## src/aiff_stream_decoder_top_macros.svh

```systemverilog
// Assertion macros shared by the AIFF stream decoder modules.
// Depends on nothing; the SYNTH build gets empty bodies.
`ifndef AIFF_STREAM_DECODER_TOP_MACROS_SVH
`define AIFF_STREAM_DECODER_TOP_MACROS_SVH
`ifndef SYNTH
// Same-cycle implication.
`define ASD_ASSERT_IMPL(lbl, ck, rst_n, ante, cons, msg) \
	lbl: assert property (@(posedge ck) disable iff (!rst_n) (ante) |-> (cons)) \
		else $error(msg);
// Next-cycle implication.
`define ASD_ASSERT_NEXT(lbl, ck, rst_n, ante, cons, msg) \
	lbl: assert property (@(posedge ck) disable iff (!rst_n) (ante) |=> (cons)) \
		else $error(msg);
`else
`define ASD_ASSERT_IMPL(lbl, ck, rst_n, ante, cons, msg)
`define ASD_ASSERT_NEXT(lbl, ck, rst_n, ante, cons, msg)
`endif
`endif

```

## src/asd_pkg.sv

```systemverilog
// Shared types, tags, status codes and the extended-to-integer rate function
// for the AIFF stream decoder. No dependencies.
`timescale 1ns / 1ps
package asd_pkg;

	localparam logic [31:0] TAG_FORM = 32'h464F524D;
	localparam logic [31:0] TAG_AIFC = 32'h41494643;
	localparam logic [31:0] TAG_AIFF = 32'h41494646;
	localparam logic [31:0] TAG_COMM = 32'h434F4D4D;
	localparam logic [31:0] TAG_SSND = 32'h53534E44;
	localparam logic [31:0] TAG_NONE = 32'h4E4F4E45;

	localparam logic [2:0] ST_OK           = 3'd0;
	localparam logic [2:0] ST_NOT_AIFF     = 3'd1;
	localparam logic [2:0] ST_MALFORMED    = 3'd2;
	localparam logic [2:0] ST_UNSUPPORTED  = 3'd3;
	localparam logic [2:0] ST_MISSING_COMM = 3'd4;

	localparam logic [14:0] EXP_BIAS       = 15'd16383;
	localparam logic [14:0] EXP_ZERO_SHIFT = EXP_BIAS + 15'd63;

	localparam int QDEPTH = 4;
	localparam int QPTR_W = $clog2(QDEPTH);
	localparam int QCNT_W = $clog2(QDEPTH + 1);

	typedef struct packed {
		logic        kind;
		logic [31:0] sample;
		logic [2:0]  status;
		logic [15:0] channels;
		logic [31:0] rate;
		logic [5:0]  bits;
		logic        last;
	} result_t;

	typedef struct packed {
		logic push_a;
		logic push_b;
	} push_t;

	function automatic logic [31:0] ext_to_rate(input logic [15:0] se,
		input logic [63:0] mant);
		logic [14:0] expo;
		logic [14:0] up;
		logic [14:0] dn;
		logic [63:0] sh;
		logic [5:0]  rbit;
		logic [31:0] r;
		expo = se[14:0];
		up   = expo - EXP_ZERO_SHIFT;
		dn   = EXP_ZERO_SHIFT - expo;
		sh   = mant >> dn[5:0];
		rbit = dn[5:0] - 6'd1;
		r    = '0;
		if (se[15] || expo == '0 || mant == '0) begin
			r = '0;
		end else if (expo > EXP_ZERO_SHIFT) begin
			r = (up >= 15'd32) ? 32'd0 : (mant[31:0] << up[4:0]);
		end else if (expo == EXP_ZERO_SHIFT) begin
			r = mant[31:0];
		end else if (dn >= 15'd64) begin
			r = '0;
		end else begin
			r = sh[31:0] + {31'd0, mant[rbit]};
		end
		return r;
	endfunction

endpackage

```

## src/asd_parser.sv

```systemverilog
// Per-byte parse logic of the AIFF stream decoder: file state registers and
// the next-state / result logic. Depends on asd_pkg.
`timescale 1ns / 1ps
module asd_parser #(
	parameter int LENGTH_BITS = 32
) (
	input  logic              clk,
	input  logic              arst_n,
	input  logic              adv,
	input  logic [7:0]        byte_s1,
	input  logic [31:0]       file_length_q,
	output asd_pkg::push_t    push,
	output asd_pkg::result_t  res_a,
	output asd_pkg::result_t  res_b
);

	localparam int PW = ((LENGTH_BITS > 32) ? LENGTH_BITS : 32) + 3;

	typedef enum logic [3:0] {
		PH_HEADER, PH_CHUNK_HDR, PH_COMM, PH_SKIP, PH_PAD,
		PH_SSND_HDR, PH_SSND_OFS, PH_SAMPLES, PH_DONE
	} phase_t;

	phase_t      phase_q, n_phase;
	logic [PW-1:0] pos_q, cstart_q, n_pos, n_cstart;
	logic [31:0] tag_q, clen_q, frames_q, rate_q, ofs_q, asm_q;
	logic [31:0] n_tag, n_clen, n_frames, n_rate, n_ofs, n_asm;
	logic [15:0] chan_q, bits_q, se_q, n_chan, n_bits, n_se;
	logic [63:0] mant_q, n_mant;
	logic [47:0] left_q, n_left, prod_q;
	logic [1:0]  bis_q, n_bis;
	logic        aifc_q, comm_q, n_aifc, n_comm;

	logic [PW-1:0] len_m, len, off, boff, check_at, ce_next, hz_next, hdr_end;
	logic [50:0] need;
	logic [31:0] avail, sv;
	logic [12:0] bpb;
	logic        fin, smp;
	logic [2:0]  fin_st;

	assign len_m = PW'(file_length_q) & PW'({LENGTH_BITS{1'b1}});
	assign len   = (len_m == '0) ? PW'(1) : len_m;
	assign off   = pos_q - cstart_q;
	assign boff  = off - PW'(8);
	assign ce_next = cstart_q + PW'(8) + PW'(clen_q) + PW'(clen_q[0]);
	assign hz_next = cstart_q + PW'(8);
	assign bpb   = bits_q[15:3];
	assign avail = clen_q - 32'd8 - ofs_q;

	always_comb begin
		case (bits_q[5:3])
			3'd2:    need = {2'b0, prod_q, 1'b0};
			3'd3:    need = 51'(prod_q) + {2'b0, prod_q, 1'b0};
			3'd4:    need = {1'b0, prod_q, 2'b0};
			default: need = 51'(prod_q);
		endcase
	end

	always_comb begin
		n_phase = phase_q; n_pos = pos_q + PW'(1); n_cstart = cstart_q;
		n_tag = tag_q; n_clen = clen_q; n_frames = frames_q; n_rate = rate_q;
		n_ofs = ofs_q; n_asm = asm_q; n_chan = chan_q; n_bits = bits_q;
		n_se = se_q; n_mant = mant_q; n_left = left_q; n_bis = bis_q;
		n_aifc = aifc_q; n_comm = comm_q;
		fin = 1'b0; fin_st = asd_pkg::ST_OK; smp = 1'b0; sv = '0;
		hdr_end  = hz_next + PW'(n_clen);
		check_at = (aifc_q && clen_q >= 32'd22) ? PW'(21) : PW'(17);
		unique case (phase_q)
			PH_HEADER: begin
				n_tag = {tag_q[23:0], byte_s1};
				if (pos_q == '0 && len < PW'(12)) begin
					fin = 1'b1; fin_st = asd_pkg::ST_NOT_AIFF;
				end else if (pos_q == PW'(3) && n_tag != asd_pkg::TAG_FORM) begin
					fin = 1'b1; fin_st = asd_pkg::ST_NOT_AIFF;
				end else if (pos_q >= PW'(11)) begin
					if (n_tag != asd_pkg::TAG_AIFC && n_tag != asd_pkg::TAG_AIFF) begin
						fin = 1'b1; fin_st = asd_pkg::ST_NOT_AIFF;
					end else begin
						n_aifc = aifc_q | (n_tag == asd_pkg::TAG_AIFC);
						n_cstart = PW'(12);
						if (len < PW'(20)) begin
							fin = 1'b1; fin_st = asd_pkg::ST_MISSING_COMM;
						end else begin
							n_phase = PH_CHUNK_HDR;
						end
					end
				end
			end
			PH_CHUNK_HDR: begin
				if (off < PW'(4)) n_tag = {tag_q[23:0], byte_s1};
				else n_clen = {clen_q[23:0], byte_s1};
				hdr_end = hz_next + PW'(n_clen);
				if (off >= PW'(7)) begin
					if (hdr_end > len) begin
						fin = 1'b1; fin_st = asd_pkg::ST_MALFORMED;
					end else if (n_tag == asd_pkg::TAG_COMM) begin
						if (n_clen < 32'd18) begin
							fin = 1'b1; fin_st = asd_pkg::ST_MALFORMED;
						end else begin
							n_phase = PH_COMM;
						end
					end else if (n_tag == asd_pkg::TAG_SSND) begin
						if (!comm_q) begin
							fin = 1'b1; fin_st = asd_pkg::ST_MISSING_COMM;
						end else if (n_clen < 32'd8) begin
							fin = 1'b1; fin_st = asd_pkg::ST_MALFORMED;
						end else begin
							n_phase = PH_SSND_HDR;
						end
					end else if (n_clen == '0) begin
						if (hz_next + PW'(8) > len) begin
							fin = 1'b1;
							fin_st = comm_q ? asd_pkg::ST_MALFORMED : asd_pkg::ST_MISSING_COMM;
						end else begin
							n_cstart = hz_next; n_phase = PH_CHUNK_HDR;
						end
					end else begin
						n_phase = PH_SKIP;
					end
				end
			end
			PH_COMM: begin
				if (boff < PW'(2)) n_chan = {chan_q[7:0], byte_s1};
				else if (boff < PW'(6)) n_frames = {frames_q[23:0], byte_s1};
				else if (boff < PW'(8)) n_bits = {bits_q[7:0], byte_s1};
				else if (boff < PW'(10)) n_se = {se_q[7:0], byte_s1};
				else if (boff < PW'(18)) n_mant = {mant_q[55:0], byte_s1};
				else if (boff < PW'(22)) n_tag = {tag_q[23:0], byte_s1};
				if (boff == PW'(17)) n_rate = asd_pkg::ext_to_rate(n_se, n_mant);
				if (boff == check_at && check_at == PW'(21)
					&& n_tag != asd_pkg::TAG_NONE) begin
					fin = 1'b1; fin_st = asd_pkg::ST_UNSUPPORTED;
				end else if (boff == check_at && (n_chan == '0 || n_rate == '0)) begin
					fin = 1'b1; fin_st = asd_pkg::ST_MALFORMED;
				end else if (boff == check_at && n_bits != 16'd8 && n_bits != 16'd16
					&& n_bits != 16'd24 && n_bits != 16'd32) begin
					fin = 1'b1; fin_st = asd_pkg::ST_UNSUPPORTED;
				end else begin
					if (boff == check_at) n_comm = 1'b1;
					if (boff + PW'(1) >= PW'(clen_q)) begin
						if (ce_next + PW'(8) > len) begin
							fin = 1'b1;
							fin_st = n_comm ? asd_pkg::ST_MALFORMED : asd_pkg::ST_MISSING_COMM;
						end else begin
							n_cstart = ce_next;
							n_phase = clen_q[0] ? PH_PAD : PH_CHUNK_HDR;
						end
					end
				end
			end
			PH_SKIP: begin
				if (boff + PW'(1) >= PW'(clen_q)) begin
					if (ce_next + PW'(8) > len) begin
						fin = 1'b1;
						fin_st = comm_q ? asd_pkg::ST_MALFORMED : asd_pkg::ST_MISSING_COMM;
					end else begin
						n_cstart = ce_next;
						n_phase = clen_q[0] ? PH_PAD : PH_CHUNK_HDR;
					end
				end
			end
			PH_PAD: n_phase = PH_CHUNK_HDR;
			PH_SSND_HDR: begin
				if (boff < PW'(4)) n_ofs = {ofs_q[23:0], byte_s1};
				if (boff >= PW'(7)) begin
					if (ofs_q > clen_q - 32'd8) begin
						fin = 1'b1; fin_st = asd_pkg::ST_MALFORMED;
					end else if (need > 51'(avail)) begin
						fin = 1'b1; fin_st = asd_pkg::ST_MALFORMED;
					end else begin
						n_left = prod_q; n_bis = '0; n_asm = '0;
						if (prod_q == '0) begin
							fin = 1'b1; fin_st = asd_pkg::ST_OK;
						end else begin
							n_phase = (ofs_q != '0) ? PH_SSND_OFS : PH_SAMPLES;
						end
					end
				end
			end
			PH_SSND_OFS: begin
				if (boff + PW'(1) >= PW'(8) + PW'(ofs_q)) n_phase = PH_SAMPLES;
			end
			PH_SAMPLES: begin
				n_asm = {asm_q[23:0], byte_s1};
				if (bpb == '0 || {11'd0, bis_q} + 13'd1 >= bpb) begin
					case (bits_q)
						16'd8:   sv = {{24{n_asm[7]}}, n_asm[7:0]};
						16'd16:  sv = {{16{n_asm[15]}}, n_asm[15:0]};
						16'd24:  sv = {{8{n_asm[23]}}, n_asm[23:0]};
						default: sv = n_asm;
					endcase
					smp = 1'b1; n_asm = '0; n_bis = '0;
					if (left_q != '0) n_left = left_q - 48'd1;
					if (n_left == '0) begin
						fin = 1'b1; fin_st = asd_pkg::ST_OK;
					end
				end else begin
					n_bis = bis_q + 2'd1;
				end
			end
			PH_DONE: n_phase = PH_DONE;
			default: n_phase = phase_q;
		endcase
		if (fin) n_phase = PH_DONE;
	end

	always_comb begin
		res_b.kind     = 1'b1;
		res_b.sample   = '0;
		res_b.status   = fin_st;
		res_b.channels = n_chan;
		res_b.rate     = n_rate;
		res_b.bits     = n_bits[5:0];
		res_b.last     = 1'b1;
		res_a          = res_b;
		if (smp) begin
			res_a.kind   = 1'b0;
			res_a.sample = sv;
			res_a.status = asd_pkg::ST_OK;
			res_a.last   = 1'b0;
		end
		push.push_a = adv && (smp || fin);
		push.push_b = adv && smp && fin;
	end

	// frames times channels, ready long before the sound header ends
	always_ff @(posedge clk) begin
		prod_q <= 48'(frames_q) * 48'(chan_q);
	end

	always_ff @(posedge clk or negedge arst_n) begin
		if (!arst_n) begin
			phase_q <= PH_HEADER; pos_q <= '0; cstart_q <= PW'(12);
			tag_q <= '0; clen_q <= '0; aifc_q <= 1'b0; comm_q <= 1'b0;
			chan_q <= '0; frames_q <= '0; bits_q <= '0; se_q <= '0; mant_q <= '0;
			rate_q <= '0; ofs_q <= '0; left_q <= '0; asm_q <= '0; bis_q <= '0;
		end else if (adv) begin
			if (n_pos >= len) begin
				phase_q <= PH_HEADER; pos_q <= '0; cstart_q <= PW'(12);
				tag_q <= '0; clen_q <= '0; aifc_q <= 1'b0; comm_q <= 1'b0;
				chan_q <= '0; frames_q <= '0; bits_q <= '0; se_q <= '0; mant_q <= '0;
				rate_q <= '0; ofs_q <= '0; left_q <= '0; asm_q <= '0; bis_q <= '0;
			end else begin
				phase_q <= n_phase; pos_q <= n_pos; cstart_q <= n_cstart;
				tag_q <= n_tag; clen_q <= n_clen; aifc_q <= n_aifc; comm_q <= n_comm;
				chan_q <= n_chan; frames_q <= n_frames; bits_q <= n_bits;
				se_q <= n_se; mant_q <= n_mant; rate_q <= n_rate; ofs_q <= n_ofs;
				left_q <= n_left; asm_q <= n_asm; bis_q <= n_bis;
			end
		end
	end

endmodule

```

## src/asd_out_fifo.sv

```systemverilog
// Result queue of the AIFF stream decoder: takes up to two results a cycle,
// hands out one. Depends on asd_pkg and the assertion macro header.
`timescale 1ns / 1ps
`include "aiff_stream_decoder_top_macros.svh"
module asd_out_fifo (
	input  logic             clk,
	input  logic             arst_n,
	input  asd_pkg::push_t   push,
	input  asd_pkg::result_t res_a,
	input  asd_pkg::result_t res_b,
	input  logic             out_stall,
	output logic             out_valid,
	output asd_pkg::result_t head,
	output logic             room
);

	asd_pkg::result_t mem_q [asd_pkg::QDEPTH];
	logic [asd_pkg::QPTR_W-1:0] head_q, tail_q, tail_b;
	logic [asd_pkg::QCNT_W-1:0] count_q, n_push;
	logic pop;

	assign pop       = out_valid && !out_stall;
	assign out_valid = (count_q != '0);
	assign head      = mem_q[head_q];
	assign room      = (count_q <= asd_pkg::QCNT_W'(asd_pkg::QDEPTH - 2));
	assign tail_b    = tail_q + asd_pkg::QPTR_W'(1);
	assign n_push    = asd_pkg::QCNT_W'(push.push_a) + asd_pkg::QCNT_W'(push.push_b);

	always_ff @(posedge clk) begin
		if (push.push_a) mem_q[tail_q] <= res_a;
		if (push.push_b) mem_q[tail_b] <= res_b;
	end

	always_ff @(posedge clk or negedge arst_n) begin
		if (!arst_n) begin
			head_q <= '0; tail_q <= '0; count_q <= '0;
		end else begin
			if (pop) head_q <= head_q + asd_pkg::QPTR_W'(1);
			tail_q  <= tail_q + asd_pkg::QPTR_W'(n_push);
			count_q <= count_q + n_push - asd_pkg::QCNT_W'(pop);
		end
	end

	`ASD_ASSERT_IMPL(a_cnt_max, clk, arst_n, 1'b1, count_q <= asd_pkg::QCNT_W'(asd_pkg::QDEPTH), "result queue count above depth")
	`ASD_ASSERT_IMPL(a_push_room, clk, arst_n, push.push_a, room, "push without room for two results")
	`ASD_ASSERT_IMPL(a_pair_order, clk, arst_n, push.push_b, res_b.last && !res_a.last, "status must follow the sample in a pair")
	`ASD_ASSERT_NEXT(a_pop_only, clk, arst_n, pop && !push.push_a, count_q == $past(count_q) - asd_pkg::QCNT_W'(1), "pop did not lower count")

endmodule

```

## src/aiff_stream_decoder_top.sv

```systemverilog
// AIFF/AIFC stream decoder, byte in, sample or status result out: one input
// register, the per-byte parser and a four-entry result queue. A taken byte
// is held in the input register; its results enter the queue when it moves
// on, and the queue head drives the outputs. Rate: one byte per cycle while
// the queue holds two or fewer results (a byte may produce a sample and the
// status at once). Reset (arst_n low, asynchronous) empties the queue, sets
// file_length to 1 and starts a new file.
`timescale 1ns / 1ps
module aiff_stream_decoder_top #(
	parameter int LENGTH_BITS = 32
) (
	input  logic               clk,
	input  logic               arst_n,
	// configuration
	input  logic               file_length_we,
	input  logic [31:0]        file_length,
	// byte requests
	input  logic               in_valid,
	output logic               in_stall,
	input  logic [7:0]         data_byte,
	// result requests
	output logic               out_valid,
	input  logic               out_stall,
	output logic               result_kind,
	output logic signed [31:0] sample_value,
	output logic [2:0]         status_code,
	output logic [15:0]        channel_count,
	output logic [31:0]        rate_hz,
	output logic [5:0]         sample_bits,
	output logic               last_of_file
);

	logic             valid_s1;
	logic [7:0]       byte_s1;
	logic [31:0]      file_length_q;
	logic             room, adv;
	asd_pkg::push_t   push;
	asd_pkg::result_t res_a, res_b, head;

	// Advance the held byte whenever the queue can take two results; hold it
	// otherwise and stall the sender.
	assign adv      = valid_s1 && room;
	assign in_stall = valid_s1 && !room;

	always_ff @(posedge clk or negedge arst_n) begin
		if (!arst_n) begin
			file_length_q <= 32'd1;
		end else if (file_length_we) begin
			file_length_q <= file_length;
		end
	end

	// Input register: refill when empty or when its byte moves on.
	always_ff @(posedge clk or negedge arst_n) begin
		if (!arst_n) begin
			valid_s1 <= 1'b0;
		end else if (!valid_s1 || adv) begin
			valid_s1 <= in_valid;
		end
	end

	always_ff @(posedge clk) begin
		if ((!valid_s1 || adv) && in_valid) byte_s1 <= data_byte;
	end

	asd_parser #(.LENGTH_BITS(LENGTH_BITS)) u_parser (
		.clk           (clk),
		.arst_n        (arst_n),
		.adv           (adv),
		.byte_s1       (byte_s1),
		.file_length_q (file_length_q),
		.push          (push),
		.res_a         (res_a),
		.res_b         (res_b)
	);

	asd_out_fifo u_fifo (
		.clk       (clk),
		.arst_n    (arst_n),
		.push      (push),
		.res_a     (res_a),
		.res_b     (res_b),
		.out_stall (out_stall),
		.out_valid (out_valid),
		.head      (head),
		.room      (room)
	);

	// Drive the result fields straight from the queue head.
	assign result_kind   = head.kind;
	assign sample_value  = head.sample;
	assign status_code   = head.status;
	assign channel_count = head.channels;
	assign rate_hz       = head.rate;
	assign sample_bits   = head.bits;
	assign last_of_file  = head.last;

endmodule

```

## config.mk

```make
export PLATFORM = sky130hd
export DESIGN_NAME = aiff_stream_decoder_top
export DESIGN_NICKNAME = d
export VERILOG_FILES = /design/src/asd_pkg.sv /design/src/asd_parser.sv /design/src/asd_out_fifo.sv /design/src/aiff_stream_decoder_top.sv
export VERILOG_INCLUDE_DIRS = /design/src /design/src/src
export SDC_FILE = /design/constraint.sdc
export NUM_CORES = 2
export LEC_CHECK = 0
export BUFFER_PORTS_ARGS = -buffer_cell sky130_fd_sc_hd__buf_2
export CORE_MARGIN = 2
export CORE_UTILIZATION = 50
export DETAILED_ROUTE_END_ITERATION = 7
export PLACE_DENSITY = 0.8
export SLEW_MARGIN = 20
export SYNTH_ARGS = -nofsm -noshare
export SYNTH_HDL_FRONTEND = slang
export SYNTH_HIERARCHICAL = 1
export SYNTH_SLANG_ARGS = --single-unit
```

## constraint.sdc

```tcl
create_clock -name clk -period 21.2 [get_ports clk]
set_input_delay 1.06 -clock clk [delete_from_list [all_inputs] [get_ports clk]]
set_output_delay 1.06 -clock clk [all_outputs]
set_load 0.02 [all_outputs]
```

=== Word-level counts from Yosys, hierarchy flattened ===
Memories as Yosys holds them, arrays and structs flattened.
Cells that the tools add are included.

* Memories: 1
* RAM bits: 364
* Register bits after elaboration: 518

* $lt $le $gt $ge: 30
* $mul: 1
* Reductions and logical operators: 63
* Bitwise gates (word level): 1
* $add $sub $neg: 27
* Equality and inequality tests: 73
* Mux-type cells: 209
* Shift-type cells: 2

{| class="wikitable"
|+ Memory list
! name !! depth !! bits a word !! read ports !! clocked after Yosys merged registers in !! write ports !! RTL line !! RTL
|-
| u_fifo.mem_q || 4 || 91 || 1 || 0 || 2 || asd_out_fifo.sv:17 || <nowiki>asd_pkg::result_t mem_q [asd_pkg::QDEPTH];</nowiki>
|}

{| class="wikitable"
|+ Operator list
! cell !! number
|-
| $mux 32 || 33
|-
| $mux 35 || 17
|-
| $mux 64 || 8
|-
| $mux 48 || 8
|-
| $mux 16 || 17
|-
| $pmux 32 s3 || 2
|-
| $pmux 51 s3 || 1
|-
| $pmux 35 s4 || 1
|-
| $ne 32x31->1 const B || 4
|-
| $mux 24 || 5
|-
| $add 35x4->35 const B || 3
|-
| $gt 35x35->1 || 3
|-
| $lt 35x3->1 const B || 3
|-
| $lt 35x4->1 const B || 3
|-
| $lt 35x5->1 const B || 3
|-
| $mux 4 || 26
|-
| $eq 32x31->1 const B || 3
|-
| $logic_not 48->1 || 2
|-
| $pmux 48 s2 || 1
|-
| $mux 3 || 25
|-
| $add 35x1->35 const B || 2
|-
| $add 35x32->35 || 2
|-
| $eq 35x5->1 const B || 2
|-
| $ge 35x3->1 const B || 2
|-
| other kinds (93) || 230
|}

=== Logic depth before layout (Yosys ltp) ===
* Word-level depth: 33
* Mapped depth: 69
* Mapped depth without buffers: 67

=== Cells and area by module ===
Netlist, hierarchy kept.

{| class="wikitable"
|+ By module, submodules not included
! module !! instances !! sequential area each (um2) !! cells an instance !! area each (um2)
|-
| asd_parser || 1 || 11523.6 || 8701 || 68202.9
|-
| asd_out_fifo || 1 || 11105.7 || 921 || 17924.7
|-
| aiff_stream_decoder_top || 1 || 1067.3 || 82 || 1640.3
|}

=== Least setup slack after synthesis ===
OpenSTA, ideal clock, no wires.

* Kind: register -> register
* From: reg u_parser.pos_q[0]
* To: mem u_fifo/mem_q[2][0] (netlist bit) (enable)
* Slack: 1.415 ns
* Data required time: 20.534 ns
* Stages on the path, launching flop included: 53
* Arrival: 19.119 ns
* Setup time: 0.666 ns
* Cell sequence: dfrtp_1 inv_1 ha_1 inv_1 fa_1 a21oi_2 o2111ai_1 a211oi_2 o2bb2ai_1 or4_1 buf_2 or3_1 buf_2 o41a_1 nor3_1 nand3_1 nor4_1 and4_1 [17 not listed] mux4_2 a21oi_1 mux4_2 ha_1 o31a_1 nor4b_4 nand3_2 buf_2 o31ai_1 a21oi_1 o41ai_1 o2111ai_1 or4_1 o211ai_1 a21oi_1 a21oi_1 nand2b_1 o21ai_0

{| class="wikitable"
|+ RTL lines
! what !! RTL line !! RTL
|-
| start: declaration || asd_parser.sv:25 || <nowiki>logic [PW-1:0] pos_q, cstart_q, n_pos, n_cstart;</nowiki>
|-
| start signal: assignment || asd_parser.sv:244 || <nowiki>phase_q <= n_phase; pos_q <= n_pos; cstart_q <= n_cstart;</nowiki>
|-
| end: declaration || asd_out_fifo.sv:17 ||
|}

==> run metrics <==
run status complete, no violations; leading cell type in the layout, fill and taps excluded nand2_1; CTS max path bufs 3; Leak Pwr 41.2 nW; FP Rows 153; fmax 0.0596 GHz; Final setup viols 0; crit-path leading delay family simple AND/OR/NAND/NOR gates; Top FF cell, synth dfrtp_1; final hold slack 361 ps; CP Class reg -> reg; Yosys warning count 6; drt initial violations 9439; WL/cell 25.6 microns; max-cap violations 0; share of cells above drive strength 1 10.8%; CTS Hold Buffers Added 0; CTS Sinks 882; worst-path maximum fanout 58; CTS resizes 0; clk_lat worst skew 770 ps; GRT Total Usage 33.4%; nature of the critical path endpoint register; post-route setup slack 4420 ps; clk_skew 62.6 ps; Crit path largest cell delay 880 ps; power density over the cells 86.8 mW/mm^2; IO Port Bufs 137; post-synthesis async set-or-reset flop share 52.4%; Tightest Hold Check Type in -> async; setup slack at placement 4950 ps; routed vias 77.4k; initial antenna violation count 14; pin count of the biggest net entering global routing 154; Setup Buffers After CTS 0; Area Overhead vs Synth 6.20%; Worst Path Arrival 17130 ps; Pins Over Slew Limit 0; final net count 10.6k; Synth cell types 111; Die Ht 423 microns; Slew @ Worst Pin 1240 ps; fin crit period 16780 ps; core area 0.174 sq mm; routed wire length 306 mm; first-pass GRT wire length 464 mm; vias in the first global route 76.1k; Die X 423 microns; Slew HR 16.3%; placed inst area 0.0899 sq mm; Final Hold Viols 0; Via-to-Cell Ratio 6.49; CP Launch Type register; GR Overflow Total 0; DRC violations left 0; crit path buf inv count 7; Avg Inst Size Synth 9.04 sq um; RSZ-0062 raised after global routing false; CTS root buf clkbuf_16; Num CTS Buffers 93; setup TNS 0 ps; final period utilization 79.2%; Post-DRT Antenna Nets 0; #FFs+latches synth 882; CP Data Required Time 21550 ps; Ports 138; synthesized cell area 0.0878 sq mm; GP Congestion 1.09; Cells after Synth 9704; Post-synth EDFFs 372; most frequent cells in the layout nand2_1, inv_1, ha_1; clock-pin slew on the worst setup and hold paths 60 ps; final instance area 0.0932 sq mm; hpwl dp 229 mm; Starting Density 50.4%; CTS tree done; htree depth 3; DR pass1 iterations 7; total chip power 8.09 mW; slowest cell on the critical path xnor2_2; VDD IR max 0.132 mV; Seq/Total Area, Yosys 27.0%; die footprint 0.179 sq mm
registers in the layout (all words and copies together) (netlist names), 16 cells and up:
register           count
u_parser/rate_q       32
u_parser/left_q       48
u_parser/tag_q        32
u_parser/ofs_q        32
u_parser/clen_q       32
u_parser/asm_q        24
u_parser/bits_q       16
u_parser/frames_q     32
u_fifo/mem_q         364
u_parser/mant_q       64
u_parser/pos_q        35
u_parser/prod_q       48
u_parser/se_q         16
file_length_q         32
u_parser/cstart_q     35
u_parser/chan_q       16
routing by layer:
layer	track usage [%]	part of all wire, %	routed length (microns)	up-vias
met4	17.7	6.0	18300	14
met3	7.95	11	33000	1008
met2	51.6	44	135000	4584
met1	43.5	39	119000	37900
li1	-	-	-	33900
met5	0	0.032	98	-
layout make-up:
| class | instances | area [sq um] |
|---|---|---|
| antenna | 8 | 20.0 |
| clock buffer | 126 | 2690 |
| tap | 2325 | 2910 |
| timing repair buffer | 280 | 1800 |
| multi-input combinational | 7439 | 58400 |
| fill | 15300 | 81000 |
| inverter | 811 | 3050 |
| sequential | 882 | 23700 |
| clock inverter | 45 | 611 |
power by group:
| part | total [mW] | internal [mW] | switching, mW |
|---|---|---|---|
| sequential | 2.02 | 1.87 | 0.149 |
| clock | 1.77 | 1.01 | 0.759 |
| combinational | 4.31 | 1.44 | 2.86 |
logic make-up (layout without fill, tap and decap cells):
group,after synthesis,in the layout,synth area share [%]
flip-flops,882,882,27.0
other,2,42,0.00856
multiplexers,855,855,12.1
AND/OR/NAND/NOR,3076,3076,16.8
adder cells (fa/ha/maj),1004,1004,17.9
XOR/XNOR,453,453,4.55
AO/OA/AOI/OAI,2017,2017,14.8
buffers and inverters,1415,1262,6.82
worst register-to-register path, delay by kind of cell, from the launching register on:
family / cells / cell delay, ps
buffers and inverters: 7 / 2520
muxes: 4 / 1660
adders and majority gates: 5 / 1820
and+or+nand+nor: 11 / 4900
AOI/OAI and AO/OA: 12 / 3140
DFF: 1 / 440
xor gates and xnor gates: 4 / 1840
cell usage after synthesis, drive strengths merged, types with 343 or more instances:
cell type	number	area, sq um
nand2	1158	4350
inv	810	3040
ha	580	7260
nor2	570	2140
o21ai	564	2820
a21oi	483	2430
mux2	466	5360
dfrtp	459	11500
fa	424	8490
clkbuf	397	1490
edfxtp	372	11200
xnor2	343	3020
final timing paths:
kind | from | to | slack [ps] | depth (start not counted)
worst max-delay path | u_parser/pos_q[0]$_DFFE_PN0P_ | u_fifo/mem_q[0][53]$_DFFE_PP_ | 4420 | 43
min in group clk | u_parser/mant_q[61]$_DFFE_PN0P_ | u_parser/mant_q[61]$_DFFE_PN0P_ | 480 | 2
worst min register to register | u_parser/mant_q[61]$_DFFE_PN0P_ | u_parser/mant_q[61]$_DFFE_PN0P_ | 480 | 2
worst max register to register | u_parser/pos_q[0]$_DFFE_PN0P_ | u_fifo/mem_q[0][53]$_DFFE_PP_ | 4420 | 43
worst min-delay path | arst_n | file_length_q[1]$_DFFE_PN0P_ | 360 | 1
max in group asynchronous | arst_n | u_fifo/head_q[1]$_DFFE_PN0P_ | 17840 | 4
per-stage QoR:
| stage | util, % | cells |
|---|---|---|
| 6_report | 53.5 | 11900 |
| 5_1_grt | 53.5 | 11900 |
| 3_5_place_dp | 51.6 | 11700 |
| 4_1_cts | 53.5 | 11900 |
| 2_1_floorplan | - | 9736 |
| 3_3_place_gp | 51.6 | 11700 |
Note: power is estimated with default switching activity, not from simulation.
